`src/hw/rtl/qalu_pkg.sv`:
```
package qalu_pkg;

    // Opcode field width and operation codes.
    localparam int OPW = 4;

    localparam logic [OPW-1:0] OP_ADD   = 4'd0;
    localparam logic [OPW-1:0] OP_SUB   = 4'd1;
    localparam logic [OPW-1:0] OP_MUL   = 4'd2;
    localparam logic [OPW-1:0] OP_SCALE = 4'd3;
    localparam logic [OPW-1:0] OP_CONJ  = 4'd4;
    localparam logic [OPW-1:0] OP_NEG   = 4'd5;
    localparam logic [OPW-1:0] OP_ROT   = 4'd6;
    localparam logic [OPW-1:0] OP_LEN   = 4'd7;
    localparam logic [OPW-1:0] OP_NORM  = 4'd8;

    // Control that travels with each item down the pipeline.
    typedef struct packed {
        logic           valid;
        logic [OPW-1:0] op;
        logic           sat;
    } t_ctrl;

endpackage

```
`src/hw/rtl/qalu_sqrt.sv`:
```
module qalu_sqrt #(
    parameter int CW = 16
) (
    input  logic               i_clk,
    input  logic               i_rst_n,
    input  qalu_pkg::t_ctrl    i_ctrl,
    input  logic [3:0][CW-1:0] i_a,
    input  logic [3:0][CW-1:0] i_res,
    input  logic [2*CW:0]      i_sumsq,
    output qalu_pkg::t_ctrl    o_ctrl,
    output logic [3:0][CW-1:0] o_a,
    output logic [3:0][CW-1:0] o_res,
    output logic [CW:0]        o_len
);

    localparam int RB  = CW + 1;
    localparam int RMW = RB + 3;
    localparam int RAD = 2 * RB;

    // Inputs of each digit stage; index 0 is the module input.
    logic [RMW-1:0]     w_rem  [RB+1];
    logic [RB-1:0]      w_q    [RB+1];
    logic [RAD-1:0]     w_rad  [RB+1];
    qalu_pkg::t_ctrl    w_ctrl [RB+1];
    logic [3:0][CW-1:0] w_a    [RB+1];
    logic [3:0][CW-1:0] w_res  [RB+1];

    assign w_rem[0]  = '0;
    assign w_q[0]    = '0;
    assign w_rad[0]  = RAD'(i_sumsq);
    assign w_ctrl[0] = i_ctrl;
    assign w_a[0]    = i_a;
    assign w_res[0]  = i_res;

    // One root bit per stage, two radicand bits shifted in each time.
    for (genvar k = 0; k < RB; k++) begin : g_step
        logic [RMW-1:0]     remx;
        logic [RMW-1:0]     trial;
        logic [RMW-1:0]     n_rem;
        logic [RB-1:0]      n_q;
        logic [RMW-1:0]     r_rem;
        logic [RB-1:0]      r_q;
        logic [RAD-1:0]     r_rad;
        qalu_pkg::t_ctrl    r_ctrl;
        logic [3:0][CW-1:0] r_a;
        logic [3:0][CW-1:0] r_res;

        always_comb begin
            remx  = {w_rem[k][RMW-3:0], w_rad[k][RAD-1-2*k -: 2]};
            trial = {1'b0, w_q[k], 2'b01};
            if (remx >= trial) begin
                n_rem = remx - trial;
                n_q   = {w_q[k][RB-2:0], 1'b1};
            end else begin
                n_rem = remx;
                n_q   = {w_q[k][RB-2:0], 1'b0};
            end
        end

        always_ff @(posedge i_clk) begin
            if (!i_rst_n) begin
                r_ctrl <= '0;
            end else begin
                r_ctrl <= w_ctrl[k];
            end
        end

        always_ff @(posedge i_clk) begin
            r_rem <= n_rem;
            r_q   <= n_q;
            r_rad <= w_rad[k];
            r_a   <= w_a[k];
            r_res <= w_res[k];
        end

        assign w_rem[k+1]  = r_rem;
        assign w_q[k+1]    = r_q;
        assign w_rad[k+1]  = r_rad;
        assign w_ctrl[k+1] = r_ctrl;
        assign w_a[k+1]    = r_a;
        assign w_res[k+1]  = r_res;
    end

    // Round the floor root up when the remainder exceeds the root.
    logic [RB-1:0]      n_len;
    qalu_pkg::t_ctrl    r_ctrl;
    logic [RB-1:0]      r_len;
    logic [3:0][CW-1:0] r_a;
    logic [3:0][CW-1:0] r_res;

    assign n_len = w_q[RB] + RB'(w_rem[RB] > RMW'(w_q[RB]));

    always_ff @(posedge i_clk) begin
        if (!i_rst_n) begin
            r_ctrl <= '0;
        end else begin
            r_ctrl <= w_ctrl[RB];
        end
    end

    always_ff @(posedge i_clk) begin
        r_len <= n_len;
        r_a   <= w_a[RB];
        r_res <= w_res[RB];
    end

    assign o_ctrl = r_ctrl;
    assign o_a    = r_a;
    assign o_res  = r_res;
    assign o_len  = r_len;

endmodule

```
`config.mk`:
```
export PLATFORM = sky130hd
export DESIGN_NAME = qalu_sqrt
export DESIGN_NICKNAME = d
export VERILOG_FILES = /design/src/hw/rtl/qalu_pkg.sv /design/src/hw/rtl/qalu_sqrt.sv
export SDC_FILE = /design/constraint.sdc
export NUM_CORES = 2
export LEC_CHECK = 0
export ABC_AREA = 1
export BUFFER_PORTS_ARGS = -buffer_cell sky130_fd_sc_hd__buf_2
export CAP_MARGIN = 40
export CORE_MARGIN = 4
export CORE_UTILIZATION = 46
export DETAILED_ROUTE_END_ITERATION = 10
export GPL_ROUTABILITY_DRIVEN = 0
export RECOVER_POWER = 50
export SYNTH_ARGS = -nofsm -noshare
export SYNTH_HDL_FRONTEND = slang
export SYNTH_SLANG_ARGS = --single-unit
```
`constraint.sdc`:
```
create_clock -name i_clk -period 3.15 [get_ports i_clk]
set_input_delay 0.1575 -clock i_clk [delete_from_list [all_inputs] [get_ports i_clk]]
set_output_delay 0.1575 -clock i_clk [all_outputs]
set_load 0.1 [all_outputs]
```
# Yosys cells after proc, flatten, opt, wreduce, memory -nomap -nowiden
# Cells that the tools add are included.
[word_totals]
ff_bits = 3146
latchBits = 0
ram_bits = 0
mem_bits_ro = 0
inputBits = 169
out_inout_bits = 151
elab_cells = 320
n_memories = 0
[op_classes]
addsub = 18
mul = 0
n_div = 0
n_lt_le_gt_ge = 18
eq_ne = 0
shifts = 0
n_mux = 34
bitwise = 0
n_reduce_logical = 0
[op_table]
columns = ["cell", "n"]
rows = [
  ["18-bit 2-to-1 mux", 15],
  ["20-bit by 10-bit greater-or-equal comparator with 1-bit output", 1],
  ["20-bit by 11-bit greater-or-equal comparator with 1-bit output", 1],
  ["20-bit by 12-bit greater-or-equal comparator with 1-bit output", 1],
  ["20-bit by 13-bit greater-or-equal comparator with 1-bit output", 1],
  ["20-bit by 14-bit greater-or-equal comparator with 1-bit output", 1],
  ["20-bit by 15-bit greater-or-equal comparator with 1-bit output", 1],
  ["20-bit by 16-bit greater-or-equal comparator with 1-bit output", 1],
  ["20-bit by 17-bit greater-or-equal comparator with 1-bit output", 1],
  ["20-bit by 18-bit greater-or-equal comparator with 1-bit output", 1],
  ["20-bit by 3-bit greater-or-equal comparator with 1-bit output", 1],
  ["20-bit by 4-bit greater-or-equal comparator with 1-bit output", 1],
  ["20-bit by 5-bit greater-or-equal comparator with 1-bit output", 1],
  ["20-bit by 6-bit greater-or-equal comparator with 1-bit output", 1],
  ["20-bit by 7-bit greater-or-equal comparator with 1-bit output", 1],
  ["20-bit by 8-bit greater-or-equal comparator with 1-bit output", 1],
  ["20-bit by 9-bit greater-or-equal comparator with 1-bit output", 1],
  ["20-bit by 17-bit greater-than comparator with 1-bit output", 1],
  ["20-bit 2-to-1 mux", 1],
  ["20-bit by 18-bit subtractor with 20-bit output", 1],
  ["1-bit 2-to-1 mux", 18],
  ["18-bit by 10-bit subtractor with 18-bit output", 1],
  ["18-bit by 11-bit subtractor with 18-bit output", 1],
  ["18-bit by 12-bit subtractor with 18-bit output", 1],
  ["other kinds (15)", 15],
]

# Longest topological paths before layout
[depth]
word_depth = 2
mapped_depth = 19
ltp_nobuf = 19

# Worst setup path after synthesis
# Ideal clock, no wire load.
[synth_timing]
kind = "flip-flop to flip-flop"
from = "reg g_step[16].r_q[14]"
to = "reg r_len[14] (netlist: o_len[14])"
setup_time_ps = 72
arrival_time_ps = 2317
t_required_ps = 3078
path_slack_ps = 762
path_stages_with_launch = 19
path_buffers = 0
period_less_slack_ps = 2388
cell_sequence = "dfxtp_1 > inv_1 > ha_1 > nand4_1 > nor2_1 > and3_1 > nand2_1 > nand3_1 > nand2_1 > inv_1 > ha_1 > ha_1 > nand2_1 > nor2_1 > nand3_1 > inv_1 > nand3_1 > nor2_1 > xor2_1"
[synth_via]
elab_chain_len = 2
[synth_rtl]
columns = ["item", "line_no", "text"]
rows = [
  ["start, declared", "qalu_sqrt.sv:42", "logic [RB-1:0] r_q;"],
  ["start signal, assigned", "qalu_sqrt.sv:70", "r_q <= n_q;"],
  ["20-bit by 17-bit greater-than comparator with 1-bit output", "qalu_sqrt.sv:91", "assign n_len = w_q[RB] + RB'(w_rem[RB] > RMW'(w_q[RB]));"],
  ["17-bit by 1-bit adder with 17-bit output *", "qalu_sqrt.sv:91", ""],
  ["net n_len[14]", "qalu_sqrt.sv:85", "logic [RB-1:0] n_len;"],
  ["end signal, assigned", "qalu_sqrt.sv:102", "r_len <= n_len;"],
  ["end, declared", "qalu_sqrt.sv:87", "logic [RB-1:0] r_len;"],
]
# The timed path passes the listed nets; every way through them passes the cells marked *.
# A chain may end at the register's enable or synchronous reset.

# Worst setup path after layout
[layout_timing]
from = "reg g_step[16].r_q[13]"
to = "reg r_len[14] (netlist: o_len[14])"
# The elaborated chain is that of the path after synthesis.

==> impl_metrics.toml <==
[run_status]
status = "finished clean"

[finish]
mostFrequentLayoutCells = "3138 x dfxtp_1, 1253 x nand2_1, 671 x inv_1"
drive_above_1_share_pct = 12.2
fin_area_sq_um = 97900
nNetsFinal = 7862
fillCellCount = 13900
final_common_cell = "dfxtp_1"
syn2layout_area_growth_pct = 22.4
antennaDiodeCount = 0

[clock_tree]
cts_tree = "yes"
post_cts.repair.setup_buffers = 0
root_buffer = "clkbuf_16"
numCtsBuffers = 311
insertion_delay_ns = 0.90
cts.reportedPaths.clkPinSlew_ns = 0.06
h-tree-depth = 5
clock-sinks = 3138
clockBufferDepth = 4

[hold_path]
hold_path_class = "reg -> reg"
min_to = "g_step[14].r_res[60]$_DFF_P_"
min_from = "g_step[13].r_res[60]$_DFF_P_"
whs_path_depth = 0

[timing]
min_period_ns = 2.88
setup_viol = 0
relSlewSlack_pct = 46.9
rsz0062_at_grt = "false"
fin_setup_tns_ns = 0
fin_crit_sh_pct = 91.5
worst_slack_ns = 0.268
final.setup_skew_ns = 0.0736
fmax_mhz = 347
tightestPinTransition_ns = 0.796
final_hold_viol_count = 0
slew_viol_final = 0

[route]
drtPass1Iterations = 6
viasPerCell = 4.28
post-route-drc-count = 0
vias = 42900
wire_per_inst_um = 12.2
drt_iter0_markers = 2251
routed_wl_um = 123000
postRouteAntennaNets = 0

[setup_path]
r2r_cells = 18
required_ns = 3.95
crit_path_top_delay_cell = "dfxtp_1"
cp_top_family = "simple AND/OR/NAND/NOR gates"
critPathCaptureType = "flop"
crit_path_start_kind = "flop"
critPathKind = "reg -> reg"
rr_startpoint = "g_step[16].r_q[13]$_DFF_P_"
rrSetupSlack_ns = 0.27
slowest_delay_ns = 0.36
critPathBufInv = 3
crit_fanout = 3
rr_endpoint = "o_len[14]$_DFF_P_"
worstPathCellList = "inv_1 -> ha_1 -> nand4_1 -> nor2_1 -> and3_1 -> nand2_1 -> nand3_1 -> nand2_1 -> inv_1 -> ha_1 -> ha_1 -> nand2_1 -> nor2_2 -> nand3_1 -> inv_1 -> nand3_1 -> nor2_1 -> xor2_1"
critPathArrivalTime_ns = 3.68

[synth]
syn_nets = 6927
yosys_warnings = 0
ys_ff_latch = 3138
yosys.area.top_type = "dfxtp_1"
synthTopCellsByArea = "dfxtp_1 79%, nand2_1 5.9%, inv_1 3.1%, ha_1 3.0%, nand3_1 1.5%"
netlist-cell-type-count = 55
syn_area_per_cell_sq_um = 12.2
synthCells = 6567
ys_seq_area_share_pct = 78.6
synth_area_sq_um = 80000
yosysTopAreaCellShare_pct = 78.6

[floorplan]
num_rows = 152
ios = 320
die-area_sq_um = 181000
initial_utilization_pct = 46.4
die_w_um = 425
core_area_sq_um = 172000
die_y_um = 425

[grt]
globalRouteTotalUtil_pct = 13.6
use_met2_pct = 23.9
overflow = 0
use_met3_pct = 3.06
antenna_found_initial = 0
grt_pass1_wl_um = 204000
grt-busiest-layer = "met2"
grt_pass1_vias = 43200
grt.met1_usage_pct = 15.6
grt_max_degree = 65

[power]
p_leak_uw = 0.0459
peakVddDrop_mv = 0.590
power.density_nw_per_um2 = 930

[place]
io_buffers = 319
place_hpwl_um = 78800
postPlaceCellArea_sq_um = 84200
dp_slack_ns = 0.220

[run]
max_cap_viol_count = 0
==> where the power goes <==
group / internal, uW / switching (uW)
sequential: 43100 / 1490
clock: 22200 / 14000
combinational: 3380 / 6840
total: 68700 / 22400
==> worst max path at each step <==
| stage | cells after the start | end | start |
|---|---|---|---|
| 6_report | 18 | o_len[14]$_DFF_P_ | g_step[16].r_q[13]$_DFF_P_ |
| 5_1_grt | 18 | o_len[14]$_DFF_P_ | g_step[16].r_q[13]$_DFF_P_ |
| 4_1_cts | 18 | o_len[14]$_DFF_P_ | g_step[16].r_q[13]$_DFF_P_ |
| 3_5_place_dp | 18 | o_len[14]$_DFF_P_ | g_step[16].r_q[13]$_DFF_P_ |
| 3_3_place_gp | 18 | o_len[14]$_DFF_P_ | g_step[16].r_q[14]$_DFF_P_ |
| 2_1_floorplan | 18 | o_len[14]$_DFF_P_ | g_step[16].r_q[14]$_DFF_P_ |
==> synthesized netlist by cell type, drive strengths merged <==
cell type,instances
xnor2,41
conb,1
nor2b,2
a211oi,1
xor2,90
a21boi,2
and2,6
nand2b,1
o211ai,4
and3,5
a31oi,2
o21bai,11
nand2,1287
nand4,56
clkbuf,11
nor4,8
nor3,40
nand3b,43
nor2,318
a21o,6
nand3,243
ha,191
inv,683
a21oi,190
or2,4
o21ai,150
nor3b,1
dfxtp,3138
o21a,2
buf,30
==> cells by family after synthesis <==
logic type                 count (synthesis)  share of synthesized area, %
AOI/OAI and AO/OA                        368                          2.64
other                                      1                       0.00469
xor gates and xnor gates                 131                          1.43
and+or+nand+nor                         2014                          10.7
adders and majority gates                191                          2.99
DFF                                     3138                          78.6
buffers and inverters                    724                          3.64
==> cell type report <==
class	instances	area, sq um	share of cell area (%)
sequential	3138	62800	64.2
clock inverter	107	1320	1.34
multi-input combinational	2705	14200	14.5
tap	2310	2890	2.95
inverter	683	2580	2.63
clock buffer	433	9030	9.22
timing repair buffer	663	5040	5.15
==> layer usage <==
layer / vias up / share of wire, %
met2: 1000 / 49
met5: - / 0
met3: 394 / 4.9
li1: 22200 / -
met1: 19300 / 42
met4: 0 / 4.4
==> stage by stage <==
stage	power, uW	utilization, %	std cells	hold WS [ns]
floorplan	52800	-	6567	0.185
global placement	55100	48.8	9158	0.260
detailed placement	55300	48.8	9158	0.261
CTS	92300	56.8	10000	0.284
global route	95600	56.8	10000	0.288
finish	91100	56.8	10000	0.279
==> state kept, by name, summed over array words and instances (netlist names) <==
register       flops
o_a               64
o_ctrl             6
g_step.r_rem     284
g_step.r_a      1088
g_step.r_res    1088
g_step.r_q       153
g_step.r_rad     272
o_res             64
g_step.r_ctrl    102
o_len             17
==> what timing repair did <==
item | in CTS | in global routing
hold buffers | 341 | 0
endpoints found under the hold margin | 205 | 0
endpoints found under the setup margin | 0 | 1
gates resized for setup | 0 | 1
(Power assumes the default switching activity.)
